`src/hdl/twm_pkg.sv`:
```
// ---------------------------------------------------------------------------
// twm_pkg
// Types, codes and sizes shared by the timer wheel files.
// ---------------------------------------------------------------------------
package twm_pkg;

  localparam int NumTimers = 16;
  localparam int WheelSize = 64;   // power of two
  localparam int TickBits  = 32;

  localparam int TimerW = $clog2(NumTimers);
  localparam int WheelW = $clog2(WheelSize);

  localparam int OpW    = 3;
  localparam int IndexW = 4;
  localparam int ValueW = 32;
  localparam int KindW  = 2;

  localparam logic [OpW-1:0] OP_START     = 3'd0;
  localparam logic [OpW-1:0] OP_STOP      = 3'd1;
  localparam logic [OpW-1:0] OP_TICK      = 3'd2;
  localparam logic [OpW-1:0] OP_READ_TOUT = 3'd3;
  localparam logic [OpW-1:0] OP_READ_DATE = 3'd4;

  localparam logic [KindW-1:0] KIND_ACK   = 2'd0;
  localparam logic [KindW-1:0] KIND_FIRED = 2'd1;
  localparam logic [KindW-1:0] KIND_DONE  = 2'd2;
  localparam logic [KindW-1:0] KIND_ANSW  = 2'd3;

  typedef struct packed {
    logic [OpW-1:0]    opcode;
    logic [IndexW-1:0] timer_index;
    logic [ValueW-1:0] start_delay;
    logic [ValueW-1:0] reload_interval;
  } req_t;

  typedef struct packed {
    logic [KindW-1:0]  kind;
    logic [IndexW-1:0] fired_index;
    logic [ValueW-1:0] answer;
    logic              last;
  } rsp_t;

  // One timer table entry.
  typedef struct packed {
    logic [TickBits-1:0] reload;
    logic [TickBits-1:0] expiry;
  } entry_t;

  typedef enum logic [1:0] {
    ST_IDLE,
    ST_QUERY,
    ST_SCAN,
    ST_DONE
  } state_t;

endpackage

```
`src/hdl/twm_ifs.sv`:
```
// ---------------------------------------------------------------------------
// twm_ifs
// Valid/ready channels for requests and result items.
// ---------------------------------------------------------------------------
interface twm_req_if;
  import twm_pkg::*;
  logic valid;
  logic ready;
  req_t payload;
  modport source (output valid, output payload, input ready);
  modport sink (input valid, input payload, output ready);
endinterface

interface twm_rsp_if;
  import twm_pkg::*;
  logic valid;
  logic ready;
  rsp_t payload;
  modport source (output valid, output payload, input ready);
  modport sink (input valid, input payload, output ready);
endinterface

```
`src/hdl/timer_wheel_manager.sv`:
```
// ---------------------------------------------------------------------------
// timer_wheel_manager
// Periodic timer wheel over a table of 16 timers.
// ---------------------------------------------------------------------------
// Requests come in on req (start, stop, tick, read timeout, read date);
// result items leave on rsp through a single output register.
// Start, stop and unknown opcodes give one acknowledge in the cycle after
// the request is taken. Queries answer after a read of the timer table
// memory; the read data is registered, then the answer is pushed out.
// A tick scans the table one entry per cycle, unless a fired item stalls,
// through the memory read port: one fired item per expired timer, then
// the done item. A tick keeps the block busy until it pushes the done item.
// Only one request is worked on at a time; req.ready is high when the
// block is idle and its output register is free or being emptied.
// When rsp.ready is low the result item holds and the scan pauses on the
// entry that wants to fire.
// Reset clears the tick count and all armed bits; table entries are used
// only for armed timers, so the memory needs no clearing pass.
// ---------------------------------------------------------------------------
module timer_wheel_manager (
  input  logic       clk,
  input  logic       rst,
  twm_req_if.sink    req,
  twm_rsp_if.source  rsp
);
  import twm_pkg::*;

  state_t state, state_next;

  logic [TickBits-1:0]  tick_count;
  logic [NumTimers-1:0] armed;

  entry_t               mem [NumTimers];
  entry_t               rd_data;
  logic                 rd_en;
  logic [TimerW-1:0]    rd_addr;
  logic                 wr_en;
  logic [TimerW-1:0]    wr_addr;
  entry_t               wr_data;

  logic                 arm_set;
  logic                 arm_clr;
  logic [TimerW-1:0]    arm_idx;

  logic [TimerW:0]      scan_cnt;
  logic                 eval_vld;
  logic [TimerW-1:0]    eval_idx;

  logic [OpW-1:0]       qry_op;
  logic [IndexW-1:0]    qry_index;
  logic                 qry_ok;

  logic                 out_valid;
  rsp_t                 out_item;
  logic                 push;
  rsp_t                 push_item;

  logic                 accept;
  logic                 out_free;
  logic                 idx_ok;
  logic                 fire;
  logic                 stall;
  logic                 scan_end;
  logic [TickBits-1:0]  qry_value;

  assign out_free  = !out_valid || rsp.ready;
  assign req.ready = (state == ST_IDLE) && out_free;
  assign accept    = req.valid && req.ready;
  assign idx_ok    = {1'b0, req.payload.timer_index} < (IndexW + 1)'(NumTimers);

  assign fire = eval_vld && armed[eval_idx]
             && (rd_data.expiry[WheelW-1:0] == tick_count[WheelW-1:0])
             && (rd_data.expiry <= tick_count);
  assign stall    = fire && !out_free;
  assign scan_end = (scan_cnt == (TimerW + 1)'(NumTimers));

  assign qry_value = (qry_op == OP_READ_TOUT) ? (rd_data.expiry - tick_count)
                                              : rd_data.expiry;

  // Next state
  always_comb begin
    state_next = state;
    unique case (state)
      ST_IDLE: begin
        if (accept) begin
          if (req.payload.opcode == OP_TICK) begin
            state_next = ST_SCAN;
          end else if (req.payload.opcode == OP_READ_TOUT ||
                       req.payload.opcode == OP_READ_DATE) begin
            state_next = ST_QUERY;
          end
        end
      end
      ST_QUERY: state_next = ST_IDLE;
      ST_SCAN: begin
        if (scan_end && !stall) state_next = ST_DONE;
      end
      ST_DONE: begin
        if (out_free) state_next = ST_IDLE;
      end
      default: state_next = ST_IDLE;
    endcase
  end

  // Datapath controls
  always_comb begin
    rd_en     = 1'b0;
    rd_addr   = scan_cnt[TimerW-1:0];
    wr_en     = 1'b0;
    wr_addr   = eval_idx;
    wr_data   = '{reload: rd_data.reload,
                  expiry: tick_count + rd_data.reload};
    arm_set   = 1'b0;
    arm_clr   = 1'b0;
    arm_idx   = eval_idx;
    push      = 1'b0;
    push_item = '{kind: KIND_ACK, fired_index: req.payload.timer_index,
                  answer: '0, last: 1'b1};
    unique case (state)
      ST_IDLE: begin
        if (accept) begin
          unique case (req.payload.opcode)
            OP_START: begin
              push    = 1'b1;
              wr_en   = idx_ok;
              wr_addr = req.payload.timer_index[TimerW-1:0];
              arm_idx = req.payload.timer_index[TimerW-1:0];
              if (req.payload.start_delay != '0) begin
                wr_data = '{reload: TickBits'(req.payload.reload_interval),
                            expiry: tick_count
                                    + TickBits'(req.payload.start_delay)};
                arm_set = idx_ok;
              end else begin
                wr_data = '0;
                arm_clr = idx_ok;
              end
            end
            OP_STOP: begin
              push    = 1'b1;
              arm_idx = req.payload.timer_index[TimerW-1:0];
              arm_clr = idx_ok;
            end
            OP_TICK: ;
            OP_READ_TOUT, OP_READ_DATE: begin
              rd_en   = 1'b1;
              rd_addr = req.payload.timer_index[TimerW-1:0];
            end
            default: push = 1'b1;
          endcase
        end
      end
      ST_QUERY: begin
        push      = 1'b1;
        push_item = '{kind: KIND_ANSW, fired_index: qry_index,
                      answer: (qry_ok && armed[qry_index[TimerW-1:0]])
                              ? ValueW'(qry_value) : '0,
                      last: 1'b1};
      end
      ST_SCAN: begin
        if (!stall) begin
          rd_en = !scan_end;
          if (fire) begin
            push      = 1'b1;
            push_item = '{kind: KIND_FIRED, fired_index: IndexW'(eval_idx),
                          answer: ValueW'(tick_count), last: 1'b0};
            // periodic timers move to their next date, one-shots disarm
            wr_en     = (rd_data.reload != '0);
            arm_clr   = (rd_data.reload == '0);
          end
        end
      end
      ST_DONE: begin
        push      = out_free;
        push_item = '{kind: KIND_DONE, fired_index: '0,
                      answer: ValueW'(tick_count), last: 1'b1};
      end
      default: ;
    endcase
  end

  // Timer table
  always_ff @(posedge clk) begin
    if (rd_en) rd_data <= mem[rd_addr];
    if (wr_en) mem[wr_addr] <= wr_data;
  end

  always_ff @(posedge clk) begin
    if (rst) begin
      state      <= ST_IDLE;
      tick_count <= '0;
      armed      <= '0;
      scan_cnt   <= '0;
      eval_vld   <= 1'b0;
      out_valid  <= 1'b0;
    end else begin
      state <= state_next;
      if (arm_set) armed[arm_idx] <= 1'b1;
      if (arm_clr) armed[arm_idx] <= 1'b0;
      if (accept && req.payload.opcode == OP_TICK) begin
        tick_count <= tick_count + 1'b1;
        scan_cnt   <= '0;
        eval_vld   <= 1'b0;
      end else if (state == ST_SCAN && !stall) begin
        if (!scan_end) begin
          scan_cnt <= scan_cnt + 1'b1;
          eval_vld <= 1'b1;
        end else begin
          eval_vld <= 1'b0;
        end
      end
      if (push) begin
        out_valid <= 1'b1;
      end else if (rsp.ready) begin
        out_valid <= 1'b0;
      end
    end
  end

  always_ff @(posedge clk) begin
    if (push) out_item <= push_item;
    if (state == ST_SCAN && !stall && !scan_end) eval_idx <= scan_cnt[TimerW-1:0];
    if (accept) begin
      qry_op    <= req.payload.opcode;
      qry_index <= req.payload.timer_index;
      qry_ok    <= idx_ok;
    end
  end

  assign rsp.valid   = out_valid;
  assign rsp.payload = out_item;

endmodule

```
`src/flat_wrapper.sv`:
```
// flat-port wrapper written by rule: the top's interface ports become plain ports
module timer_wheel_manager_flat import twm_pkg::*;
  (clk, rst, req_valid, req_payload, req_ready, rsp_valid, rsp_payload, rsp_ready);
  twm_req_if req_i ();
  twm_rsp_if rsp_i ();
  input  logic clk;
  input  logic rst;
  input wire logic [$bits(req_i.valid)-1:0] req_valid;
  input wire logic [$bits(req_i.payload)-1:0] req_payload;
  output wire logic [$bits(req_i.ready)-1:0] req_ready;
  output wire logic [$bits(rsp_i.valid)-1:0] rsp_valid;
  output wire logic [$bits(rsp_i.payload)-1:0] rsp_payload;
  input wire logic [$bits(rsp_i.ready)-1:0] rsp_ready;
  assign req_i.valid = req_valid;
  assign req_i.payload = req_payload;
  assign req_ready = req_i.ready;
  assign rsp_valid = rsp_i.valid;
  assign rsp_payload = rsp_i.payload;
  assign rsp_i.ready = rsp_ready;
  timer_wheel_manager u_core (.clk(clk), .rst(rst), .req(req_i), .rsp(rsp_i));
endmodule
```
`config.mk`:
```
export PLATFORM = sky130hd
export DESIGN_NAME = timer_wheel_manager_flat
export DESIGN_NICKNAME = d
export VERILOG_FILES = /design/src/hdl/twm_pkg.sv /design/src/hdl/twm_ifs.sv /design/src/hdl/timer_wheel_manager.sv /design/src/flat_wrapper.sv
export SDC_FILE = /design/constraint.sdc
export NUM_CORES = 2
export LEC_CHECK = 0
export BUFFER_PORTS_ARGS = -buffer_cell sky130_fd_sc_hd__buf_2
export CORE_MARGIN = 10
export CORE_UTILIZATION = 60
export CTS_BUF_LIST = sky130_fd_sc_hd__clkbuf_4
export DETAILED_ROUTE_END_ITERATION = 8
export HOLD_SLACK_MARGIN = 0.03
export PLACE_DENSITY = 0.74
export SLEW_MARGIN = 15
export SYNTH_ARGS = -nofsm -noshare
export SYNTH_HDL_FRONTEND = slang
export SYNTH_SLANG_ARGS = --single-unit
```
`constraint.sdc`:
```
create_clock -name clk -period 8.5 [get_ports clk]
set_input_delay 0.85 -clock clk [delete_from_list [all_inputs] [get_ports clk]]
set_output_delay 0.85 -clock clk [all_outputs]
set_load 0.02 [all_outputs]
```
==> out/results.ini <==
[final_layout]
fin_area_mm2=0.05780
layout.nets=3711
layout-drive-gt1-share=0.2676
syn2layout_area_growth_pct=11.95

[clock_tree]
cts_tree=yes
clock_path_buffers=4
clk_latency_ns=1.19
cts_buffers=313
clkSlewWorstSetupHoldPaths_ns=0.07
post_cts_buffers=0
htree_num_levels=5
cts.sinks=1195
cts_root_buffer=clkbuf_4

[detailed_routing]
wl_per_cell_um=27.63
wl_met3_um=14180
firstDrtPassIters=8
drc=0
vias=31646
met2_length_um=65140
routedLengthMet1_um=52200
dr.first_iter.drc_count=3735
top_layer=met5
final_antenna_net_count=0
vias_per_cell=6.473
drt-total-wl_um=135100

[yosys]
synth_area_mm2=0.05163
avgSynthCellArea_um2=16.31
ys_warn_count=0
synth-async-reset-ratio=0
yosysUniqueCellTypes=84
synthFlopType=edfxtp_1
synth_edf_count=1138
syn_nets=3341
netlist_instances=3166
yosysSeqAreaShare=0.6840
ys_seq_elements=1195

[timing]
min_period_over_period=0.6464
setup_viol=0
max_clock_freq_ghz=0.1820
grt_setup_unrepaired=false
period_minus_slack_ns=5.494
relSlewSlack=0.2052
tightest_slew_ns=1.192
hold_viol_final=0
skew_ns=0.1652
setup-tns-final_ns=0
slew_violations=0

[power]
power.internal_mw=9.388
peakVddDrop_mv=0.1532
seqPwrFrac=0.543
pwr_density_cell_mw_per_mm2=210.4
power.switching_mw=2.775
p_comb_frac=0.064
p_clk_frac=0.392
p_sw_frac=0.2282
leakage_nw=19.97

[critical_path]
crit_path_max_incr_delay_ns=0.84
critPathMaxFanout=47
start_kind=flip-flop
cp_cell_sequence=inv_1 -> fa_1 -> a21o_1 -> a221o_1 -> o311ai_2 -> a21oi_1 -> o21ai_2 -> nand3_4 -> nor3_2 -> a31oi_1 -> nor2_4 -> buf_4
crit_family=compound AO/OA/AOI/OAI gates
endpoint_kind=flip-flop
path_buf_inv=2
critical_path_class=flip-flop to flip-flop
critical-path-slowest-cell=buf_4
cp.required_ns=9.16
reg2reg_slack_ns=3.01
critPathArrivalTime_ns=6.15

[place]
port_buffers=115
dpl_cell_area_mm2=0.05383
dp_hpwl_um=81020
gp_congestion=0.9372

[worst_hold_path]
min_path_type=primary input to flip-flop

[global_route]
antenna_found_initial=4
grt.total_usage=0.2743
grt_max_degree=129
grt_pass1_vias=32252
grt_first_pass_wirelength_um=201400
grt_overflow=0

[run_status]
status=finished, final reports clean

[floorplanning]
row_count=107
die_x_um=313.4
die_h_um=313.4
ios=116
core_mm2=0.08528
initial_core_util=0.6054
design.die.area_mm2=0.09819

[flow_run]
cap_violations=0

==> synthesized netlist by cell type, drive strengths merged, types with 7 or more instances <==
master / number / area (µm²)
edfxtp: 1138 / 34170
nand2: 288 / 1089
mux4: 266 / 5991
nor2: 147 / 561.8
a21oi: 118 / 598.1
o21ai: 111 / 559.3
ha: 97 / 1214
clkbuf: 93 / 350.3
a211oi: 91 / 683.2
a31oi: 78 / 494.2
and2: 70 / 437.9
inv: 63 / 236.5
xnor2: 63 / 551.8
buf: 61 / 401.6
dfxtp: 57 / 1141
a21o: 45 / 337.8
xor2: 43 / 376.6
nand3: 34 / 182.7
nor3: 28 / 145.1
o22ai: 27 / 168.9
nand4: 22 / 137.6
nand2b: 21 / 133.9
nor4: 18 / 118.9
and3: 15 / 98.84
o21a: 13 / 97.59
mux2i: 12 / 123.9
o211ai: 12 / 90.09
a22oi: 10 / 75.07
nor2b: 10 / 62.56
or2: 10 / 62.56
a21boi: 9 / 67.56
a22o: 9 / 78.83
o21bai: 9 / 67.56
or3: 8 / 50.05
a221o: 7 / 70.07
==> state kept, by name (all words and copies together) (netlist names) <==
name,count
u_core.state,2
u_core.mem,1024
u_core.eval_vld,1
u_core.armed,16
u_core.qry_op,3
u_core.tick_count,32
u_core.rd_data,64
u_core.qry_index,4
u_core.rsp.valid,1
u_core.scan_cnt,5
u_core.eval_idx,4
u_core.rsp.payload,39
==> cells by family after synthesis <==
| logic type | after synthesis | share of synthesized area |
|---|---|---|
| and+or+nand+nor | 687 | 0.06225 |
| DFF | 1195 | 0.6840 |
| muxes | 279 | 0.1186 |
| adders and majority gates | 100 | 0.02467 |
| AOI/OAI and AO/OA | 582 | 0.07335 |
| buffers and inverters | 217 | 0.01914 |
| xor gates and xnor gates | 106 | 0.01798 |
==> worst min-delay path, stage by stage <==
cell and delay (ns):
buf_2 0.10, nand2_1 0.04, o21ai_0 0.06, buf_4 0.19
==> final timing paths <==
| path | startpoint | to | depth (start not counted) |
|---|---|---|---|
| worst max-delay path | u_core.tick_count[1] | u_core.mem[7][12] | 12 |
| worst min-delay path | req_payload[12] | u_core.mem[13][44] | 4 |
| worst max register to register | u_core.tick_count[1] | u_core.mem[7][12] | 12 |
| worst min register to register | u_core.eval_vld | u_core.eval_vld | 2 |
==> layout make-up <==
cell class,instances,area [µm²]
antenna,5,12.51
tap,1144,1431
clock inverter,73,422.9
fill,5657,27480
inverter,63,236.5
multi-input combinational,1754,15620
clock buffer,446,3348
sequential,1195,35310
timing repair buffer,209,1419
==> layout by cell type, fill, tap and decap left out, types with 32 or more instances in the layout <==
| cell type | count |
|---|---|
| clkinv_1 | 55 |
| a21oi_1 | 116 |
| buf_4 | 74 |
| a21o_1 | 45 |
| ha_1 | 97 |
| nand3_1 | 32 |
| mux4_2 | 266 |
| a31oi_1 | 77 |
| a211oi_1 | 91 |
| o21ai_0 | 101 |
| dfxtp_1 | 57 |
| nand2_1 | 287 |
| buf_2 | 115 |
| nor2_1 | 126 |
| clkbuf_4 | 447 |
| xnor2_1 | 63 |
| and2_1 | 70 |
| xor2_1 | 43 |
| edfxtp_1 | 1138 |
| inv_1 | 61 |
==> power by group through the flow <==
stage / combinational (mW) / sequential, mW / clock, mW
after floorplan: 0.489 / 6.73 / 0
after detailed placement: 0.764 / 6.74 / 0
after CTS: 0.769 / 6.61 / 4.87
after global routing: 0.842 / 6.61 / 5.18
after global placement: 0.744 / 6.73 / 0
final: 0.782 / 6.61 / 4.77
==> routing by layer <==
layer	vias up	track usage
met1	15931	0.3727
met4	2	0.1052
met2	1908	0.4334
met3	239	0.06214
li1	13566	-
met5	-	0
==> per-stage QoR <==
step	cells	hold slack, ns	util	power [mW]	setup WS [ns]
floorplan	3166	0.4707	-	7.216	2.512
global placement	4353	0.4904	0.6307	7.477	3.200
detailed placement	4354	0.5114	0.6312	7.500	3.060
CTS	4881	0.1224	0.6763	12.25	2.972
global route	4889	0.1658	0.6778	12.63	2.722
finish	4889	0.2628	0.6778	12.16	3.006
==> what timing repair did <==
item / CTS / global route
resized for setup: 0 / 0
hold endpoints to repair: 9 / 0
hold buffers: 8 / 0
Note: power is estimated with default switching activity, not from simulation.
